[src/rtl/sdtw_pkg.sv]
// Shared constants and types for the sliding DTW match search core.
// Used by sdtw_isqrt, sliding_dtw_match_search_core and the test bench; no dependencies.
`default_nettype none
package sdtw_pkg;

    localparam int QUERY_MAX   = 256;
    localparam int REF_MAX     = 4096;
    localparam int SMP_W       = 16;
    localparam int Q_AW        = $clog2(QUERY_MAX);
    localparam int R_AW        = $clog2(REF_MAX);
    localparam int QLEN_W      = 9;
    localparam int RLEN_W      = 13;
    localparam int STRIDE_W    = 8;
    localparam int COST_W      = 25;
    localparam int OFF_W       = 12;
    localparam int K_W         = 13;
    localparam int ADDR_W      = 4;
    localparam int DATA_W      = 32;

    // local cost = isqrt(|a-b| << 15)
    localparam int RAD_W       = SMP_W + 15;
    localparam int ROOT_W      = (RAD_W + 1) / 2;
    localparam int SQ_W        = RAD_W + 1;
    localparam int SQRT_STEPS  = ROOT_W;
    localparam int SQRT_CNT_W  = $clog2(SQRT_STEPS);
    localparam logic [SQ_W-1:0] SQ_BIT0 = SQ_W'(1) << (2 * (ROOT_W - 1));

    localparam logic [COST_W-1:0] COST_MAX = {COST_W{1'b1}};
    localparam logic [OFF_W-1:0]  OFF_MAX  = {OFF_W{1'b1}};

    localparam logic [QLEN_W-1:0]   QLEN_RST   = QLEN_W'(256);
    localparam logic [RLEN_W-1:0]   RLEN_RST   = RLEN_W'(4096);
    localparam logic [STRIDE_W-1:0] STRIDE_RST = STRIDE_W'(10);

    localparam logic [1:0] REG_QLEN   = 2'd0;
    localparam logic [1:0] REG_RLEN   = 2'd1;
    localparam logic [1:0] REG_STRIDE = 2'd2;

    localparam logic OP_QUERY = 1'b0;
    localparam logic OP_REF   = 1'b1;

    typedef enum logic [8:0] {
        S_IDLE  = 9'b000000001,
        S_SETUP = 9'b000000010,
        S_ROW   = 9'b000000100,
        S_CELL  = 9'b000001000,
        S_DIFF  = 9'b000010000,
        S_SQRT  = 9'b000100000,
        S_ACC   = 9'b001000000,
        S_EVAL  = 9'b010000000,
        S_FIN   = 9'b100000000
    } t_state;

endpackage
`default_nettype wire

[src/rtl/sdtw_isqrt.sv]
// Bit-serial integer square root, one result bit per cycle.
// Depends on sdtw_pkg for widths.
`default_nettype none
module sdtw_isqrt (
    input  wire logic                            i_clk,
    input  wire logic                            i_rst_n,
    input  wire logic                            i_start,
    input  wire logic [sdtw_pkg::RAD_W-1:0]      i_radicand,
    output logic                                 o_done,
    output logic [sdtw_pkg::ROOT_W-1:0]          o_root
);

    logic                            r_run;
    logic                            r_done;
    logic [sdtw_pkg::SQRT_CNT_W-1:0] r_cnt;
    logic [sdtw_pkg::SQ_W-1:0]       r_x;
    logic [sdtw_pkg::SQ_W-1:0]       r_res;
    logic [sdtw_pkg::SQ_W-1:0]       r_bit;
    logic [sdtw_pkg::SQ_W-1:0]       w_trial;
    logic                            w_ge;

    assign w_trial = r_res + r_bit;
    assign w_ge    = (r_x >= w_trial);

    always_ff @(posedge i_clk) begin
        if (!i_rst_n) begin
            r_run  <= 1'b0;
            r_done <= 1'b0;
            r_cnt  <= '0;
        end else begin
            r_done <= 1'b0;
            if (i_start) begin
                r_run <= 1'b1;
                r_cnt <= '0;
            end else if (r_run) begin
                r_cnt <= r_cnt + 1'b1;
                if (r_cnt == sdtw_pkg::SQRT_CNT_W'(sdtw_pkg::SQRT_STEPS - 1)) begin
                    r_run  <= 1'b0;
                    r_done <= 1'b1;
                end
            end
        end
    end

    always_ff @(posedge i_clk) begin
        if (i_start) begin
            r_x   <= {1'b0, i_radicand};
            r_res <= '0;
            r_bit <= sdtw_pkg::SQ_BIT0;
        end else if (r_run) begin
            if (w_ge) begin
                r_x   <= r_x - w_trial;
                r_res <= (r_res >> 1) + r_bit;
            end else begin
                r_res <= r_res >> 1;
            end
            r_bit <= r_bit >> 2;
        end
    end

    assign o_done = r_done;
    assign o_root = r_res[sdtw_pkg::ROOT_W-1:0];

endmodule
`default_nettype wire

[config.mk]
export PLATFORM = sky130hd
export DESIGN_NAME = sdtw_isqrt
export DESIGN_NICKNAME = d
export VERILOG_FILES = /design/src/rtl/sdtw_pkg.sv /design/src/rtl/sdtw_isqrt.sv
export SDC_FILE = /design/constraint.sdc
export NUM_CORES = 1
export LEC_CHECK = 0
export ABC_AREA = 1
export BUFFER_PORTS_ARGS = -buffer_cell sky130_fd_sc_hd__buf_4
export CORE_AREA = 2 2 177 179
export CTS_BUF_LIST = sky130_fd_sc_hd__clkbuf_8 sky130_fd_sc_hd__clkbuf_16
export DETAILED_ROUTE_END_ITERATION = 8
export DIE_AREA = 0 0 179 181
export HOLD_SLACK_MARGIN = 0.02
export PLACE_DENSITY_LB_ADDON = 0.1
export RECOVER_POWER = 50
export SYNTH_ARGS = -nofsm -noshare
export SYNTH_HDL_FRONTEND = slang
export SYNTH_SLANG_ARGS = --single-unit
[constraint.sdc]
create_clock -name i_clk -period 3.7 [get_ports i_clk]
set_input_delay 0.74 -clock i_clk [delete_from_list [all_inputs] [get_ports i_clk]]
set_output_delay 0.74 -clock i_clk [all_outputs]
set_load 0.05 [all_outputs]
* Word level (Yosys, flattened, before mapping) *
Cells that the tools add are included.

cells by class
  shift-type cells = 0
  magnitude comparators = 1
  bitwise gates (word level) = 2
  add/sub/neg operators = 4
  multipliers = 0
  div/mod/pow operators = 0
  mux-type cells = 8
  equal/unequal tests = 1
  reductions and logical operators = 6

operators by type and width
  operator               count
  $mux W31               3
  $add A31 B31 Y32       1
  $add A32 B31 Y32       1
  $ge A32 B32 Y1         1
  $mux W32               1
  $sub A32 B32 Y32       1
  $add A4 B1 Y4 const B  1
  $eq A4 B4 Y1 const B   1
  $mux W1                4
  $reduce_and A2 Y1      2
  $reduce_bool A2 Y1     2
  $reduce_or A3 Y1       1
  $not A1 Y1             2
  $reduce_or A2 Y1       1

word-level totals
  bits in read-only memories = 0
  latch bits = 0
  memories = 0
  word-level logic and storage cells = 29
  output and inout port bits = 17
  register bits = 86
  bits in writable memories = 0

* Longest topological paths before layout *
  depth after elaboration = 5
  mapped depth = 25
  depth with buffers taken out = 24

* Worst setup path before layout *
Ideal clock, no wire load.

  kind = reg2reg
  start = register r_res[0] in the netlist's numbering
  end = register r_x[0] in the netlist's numbering (enable)
  arrival = 3459 ps
  clock period less this slack = 3847 ps
  buffers on the path = 0
  stages on the path, launching flop included = 20
  slack = -147 ps
  cells stage by stage = dfxtp_1 -> ha_1 -> ha_1 -> nand3_1 -> nand3_1 -> nand2_1 -> o21ai_0 -> nand2_1 -> nand2_1 -> a21oi_1 -> xor2_1 -> ha_1 -> nand2_2 -> nor2_2 -> nand2_1 -> nor2_1 -> nand2_4 -> nand2_4 -> nand2_2 -> nand2_1

between the ends
  cells in the longest elaborated chain, start to end = 4

RTL lines
  item                                 RTL line          text
  from (decl)                          sdtw_isqrt.sv:17  logic [sdtw_pkg::SQ_W-1:0] r_res;
  from (signal assigned)               sdtw_isqrt.sv:53  r_res <= (r_res >> 1) + r_bit;
  from (signal assigned)               sdtw_isqrt.sv:55  r_res <= r_res >> 1;
  $add A32 B31 Y32                     sdtw_isqrt.sv:22  assign w_trial = r_res + r_bit;
  $ge A32 B32 Y1                       sdtw_isqrt.sv:23  assign w_ge = (r_x >= w_trial);
  $reduce_bool A2 Y1 (no source line)  n/a
  $reduce_and A2 Y1 (no source line)   n/a
  to (signal assigned)                 sdtw_isqrt.sv:47  r_x <= {1'b0, i_radicand};
  to (signal assigned)                 sdtw_isqrt.sv:52  r_x <= r_x - w_trial;
  to (decl)                            sdtw_isqrt.sv:16  logic [sdtw_pkg::SQ_W-1:0] r_x;

Every way passes these cells.
A chain may end at the register's enable or synchronous reset.

* Final worst setup path *
  start = register r_res[0] in the netlist's numbering
  end = register r_x[28] in the netlist's numbering (enable)

The elaborated chain is that of the path after synthesis.

==> Flow_metrics.wiki <==
{| class="wikitable"
! Metric !! Value
|-
| Run status || finished, final reports clean
|-
| Hold Crit Class || reg -> reg
|-
| Number of setup violations in the final report || 0
|-
| Actual slew at the worst max-slew pin || 0.944 ns
|-
| Global-route congestion overflow total || 0
|-
| Crit start category || flip-flop
|-
| Number of buffers created by CTS || 9
|-
| Crit end category || flip-flop
|-
| Detailed-route wire length per cell || 16.2 µm
|-
| Final weighted congestion in routability-driven placement || 0.904
|-
| Clk_lat worst skew || 0.36 ns
|-
| Number of warnings reported in the yosys synthesis log || 0
|-
| Post-synthesis simple-gate area fraction || 40.5%
|-
| Adder-cell share of the synthesized area || 9.49%
|-
| Initial standard-cell utilization of the core || 29.8%
|-
| Static leakage || 4.96 nW
|-
| Area of the die || 32,400 µm²
|-
| Clock buffer depth || 2
|-
| Clock tree from TritonCTS || built
|-
| Final instance area || 10,600 µm²
|-
| Unrepaired setup endpoints after global routing || yes
|-
| Input/output buffers || 50
|-
| GRT Total Usage || 20.2%
|-
| Top cell type by total area after synthesis || sky130_fd_sc_hd__nand2_1
|-
| Sum of internal, switching and leakage power || 0.00962 W
|-
| Total number of vias || 9,612
|-
| Average cell area after synthesis || 5.98 µm²
|-
| Final clock skew || 0.0131 ns
|-
| Global-route layer with the greatest usage || met2
|-
| Xor/xnor share of the synthesized area || 4.55%
|-
| Required @ worst endpoint || 3.83 ns
|-
| Net count of the mapped netlist || 1,613
|-
| Utilization after layout || 34.9%
|-
| Number of different library cells in the post-synthesis netlist || 46
|-
| Vias in the first global route || 9,114
|-
| Critical path class || reg -> reg
|-
| Arrival time worst endpoint || 3.59 ns
|-
| Post-CTS clock slew at the launch and capture registers of the worst setup and hold paths || 0.07 ns
|-
| # IOs || 51
|-
| Antenna diode instance count || 0
|-
| CTS H-tree depth || 3
|-
| Most frequently used flop master after synthesis || sky130_fd_sc_hd__dfxtp_1
|-
| CORE AREA || 30,300 µm²
|-
| Final Hold Fails || 0
|-
| Post-route DRC violation count || 0
|-
| Max_slew headroom || 37.1%
|-
| Netlist Area Pre-Place || 9040 µm²
|-
| Detailed-route vias per instance || 4.84
|-
| Clock Sinks || 86
|-
| Worst Path Max Fanout || 9
|-
| GR Util met2 || 32.8%
|-
| Pin count of the biggest net entering global routing || 70
|-
| Combinational family with the most area after synthesis || simple AND/OR/NAND/NOR gates
|-
| Final nets || 1,688
|-
| Syn Inst Count || 1,511
|-
| DRT Wirelength || 32,200 µm
|-
| Sequential area share after synthesis || 22.5%
|-
| Final max-slew violation count || 0
|-
| Area Growth Syn to Fin || 17.2%
|-
| Synthesized-area fraction occupied by ao, oa, aoi and oai cells || 11.6%
|-
| Area after detailed placement || 10,200 µm²
|-
| DIE WIDTH || 179 µm
|-
| Starting DRC count in detailed routing || 651
|-
| Period minus WS final || 3.47 ns
|-
| First-pass GRT wire length || 50,700 µm
|-
| Cell row count || 64
|-
| Synth async-reset ratio || 0%
|-
| Clock root buffer || sky130_fd_sc_hd__clkbuf_16
|-
| Mux share of post-synthesis cell area || 0%
|-
| Flip-flop and latch count after synthesis || 86
|-
| Number of detailed-routing iterations run before antenna repair || 6
|-
| Half-perimeter wire length of the detailed placement result || 25,700 µm
|-
| Final period utilization || 93.7%
|-
| Maximum operating frequency || 288 MHz
|-
| Cells taking the most area after synthesis || sky130_fd_sc_hd__nand2_1 21%, sky130_fd_sc_hd__dfxtp_1 12%, sky130_fd_sc_hd__edfxtp_1 10%
|-
| Max IR drop VDD || 0.797 mV
|-
| Tightest hold margin || 0.472 ns
|-
| Y dimension of the die || 181 µm
|-
| Area share of the leading cell type in the synthesized netlist || 21.3%
|-
| Hold-fix buffer count after cts || 0
|-
| Number of flops mapped to enable cells by yosys || 31
|-
| Antenna Nets Post-Route || 0
|-
| Antenna violations before repair || 0
|-
| Global-route met3 utilization || 2.44%
|-
| Power density cells || 908 nW/µm²
|-
| Max-capacitance violation count || 0
|-
| Global-route track usage on met1 || 28.6%
|-
| Fraction of final layout cells with drive strength greater than 1 || 12.1%
|}
==> final cells by class <==
class	instances	area, µm²
fillers	3425	19800
multi-input cells	1180	6150
flip-flops and latches	86	2040
repair buffers	120	932
inverters	189	709
well taps	396	495
clock buffers	9	225
clock inverters	7	46.3
==> repair_timing <==
action                                  in CTS  in global routing
resized for setup                            1                 52
endpoints found under the setup margin      18                 75
buffers inserted                             0                  3
pin swaps                                    0                 13
cloned                                       0                  1
==> synth_stat cells, types with 2 or more instances <==
library cell and n:
sky130_fd_sc_hd__nand2_1 514, sky130_fd_sc_hd__inv_1 186, sky130_fd_sc_hd__nand3_1 144, sky130_fd_sc_hd__nor2_1 144
sky130_fd_sc_hd__a21oi_1 85, sky130_fd_sc_hd__o21ai_0 69, sky130_fd_sc_hd__ha_1 67, sky130_fd_sc_hd__dfxtp_1 55
sky130_fd_sc_hd__edfxtp_1 31, sky130_fd_sc_hd__xor2_1 24, sky130_fd_sc_hd__xnor2_1 23, sky130_fd_sc_hd__clkbuf_1 19
sky130_fd_sc_hd__nor3_1 18, sky130_fd_sc_hd__buf_4 16, sky130_fd_sc_hd__buf_2 14, sky130_fd_sc_hd__nand3b_1 12
sky130_fd_sc_hd__nand4_1 12, sky130_fd_sc_hd__o21bai_1 11, sky130_fd_sc_hd__or2_2 9, sky130_fd_sc_hd__a21oi_2 6
sky130_fd_sc_hd__and2_1 6, sky130_fd_sc_hd__nand2_2 6, sky130_fd_sc_hd__a31oi_1 5, sky130_fd_sc_hd__nor2_2 4
sky130_fd_sc_hd__buf_1 3, sky130_fd_sc_hd__a21o_1 2, sky130_fd_sc_hd__a221oi_1 2, sky130_fd_sc_hd__buf_6 2
sky130_fd_sc_hd__inv_2 2, sky130_fd_sc_hd__nand2_4 2, sky130_fd_sc_hd__o21a_1 2, sky130_fd_sc_hd__o22ai_1 2
==> power by group <==
group / switching [W] / internal [W] / total, W
Sequential: 0.000210 / 0.00141 / 0.00162
Combinational: 0.00453 / 0.00257 / 0.00710
Clock: 0.000442 / 0.000459 / 0.000900
==> routing by layer <==
metal / vias to the layer above / wire [µm] / part of all wire (%)
li1: 4989 / - / -
met3: 18 / 1530 / 4.8
met1: 4384 / 15600 / 48
met2: 221 / 14800 / 46
met5: - / 0 / 0
met4: 0 / 333 / 1.0
==> sequential cells by signal (all words and copies together), names as in the netlist <==
name,cells
o_done,1
r_run,1
r_x,32
r_bit,16
r_cnt,4
r_res,32
==> final timing paths <==
check / startpoint / to / depth (start not counted) / slack [ns]
worst max-delay path: r_res[0]$_SDFFE_PP0P_ / r_x[28]$_DFFE_PP_ / 21 / 0.23
worst min-delay path: r_x[31]$_SDFFE_PP0P_ / r_x[31]$_SDFFE_PP0P_ / 2 / 0.47
worst max register to register: r_res[0]$_SDFFE_PP0P_ / r_x[28]$_DFFE_PP_ / 21 / 0.23
worst min register to register: r_x[31]$_SDFFE_PP0P_ / r_x[31]$_SDFFE_PP0P_ / 2 / 0.47
==> kinds of logic (layout without fill, tap and decap cells) <==
logic type | count (synthesis) | count (layout)
AOI/OAI and AO/OA | 189 | 189
xor gates and xnor gates | 47 | 47
adders and majority gates | 68 | 68
buffers and inverters | 245 | 325
DFF | 86 | 86
and+or+nand+nor | 876 | 876
==> critical path: stages (launching register included) <==
cell and delay, ns:
sky130_fd_sc_hd__dfxtp_2 0.33, sky130_fd_sc_hd__ha_1 0.21, sky130_fd_sc_hd__ha_2 0.18, sky130_fd_sc_hd__nand3_1 0.09, sky130_fd_sc_hd__nand3_1 0.07, sky130_fd_sc_hd__nand2_1 0.11, sky130_fd_sc_hd__o21ai_1 0.07, sky130_fd_sc_hd__buf_4 0.15
sky130_fd_sc_hd__nand2_1 0.11, sky130_fd_sc_hd__nand2_2 0.12, sky130_fd_sc_hd__a21oi_2 0.19, sky130_fd_sc_hd__xor2_2 0.20, sky130_fd_sc_hd__ha_1 0.29, sky130_fd_sc_hd__nand2_2 0.11, sky130_fd_sc_hd__inv_1 0.05, sky130_fd_sc_hd__a21boi_2 0.16
sky130_fd_sc_hd__nand2_2 0.09, sky130_fd_sc_hd__a21oi_4 0.19, sky130_fd_sc_hd__nand2_4 0.08, sky130_fd_sc_hd__nand2_2 0.09, sky130_fd_sc_hd__nand2_4 0.11, sky130_fd_sc_hd__clkbuf_16 0.22
==> placed cells by master, fill, tap and decap left out, types with 31 or more instances in the layout <==
| cell | instances |
|---|---|
| sky130_fd_sc_hd__buf_4 | 97 |
| sky130_fd_sc_hd__edfxtp_1 | 31 |
| sky130_fd_sc_hd__ha_1 | 61 |
| sky130_fd_sc_hd__inv_1 | 187 |
| sky130_fd_sc_hd__o21ai_0 | 57 |
| sky130_fd_sc_hd__nand3_1 | 144 |
| sky130_fd_sc_hd__a21oi_1 | 80 |
| sky130_fd_sc_hd__nand2_1 | 507 |
| sky130_fd_sc_hd__dfxtp_1 | 51 |
| sky130_fd_sc_hd__nor2_1 | 139 |
==> metrics by stage <==
| stage | cells | worst slack, ns | TNS [ns] |
|---|---|---|---|
| detailed placement | 1967 | 0.0216 | 0 |
| CTS | 1983 | 0.00665 | 0 |
| global route | 1987 | -0.0379 | -0.664 |
| finish | 1987 | 0.231 | 0 |
| floorplan | 1511 | 0.139 | 0 |
| global placement | 1967 | -0.00596 | -0.0918 |
Power figures use the tool's default switching activity.
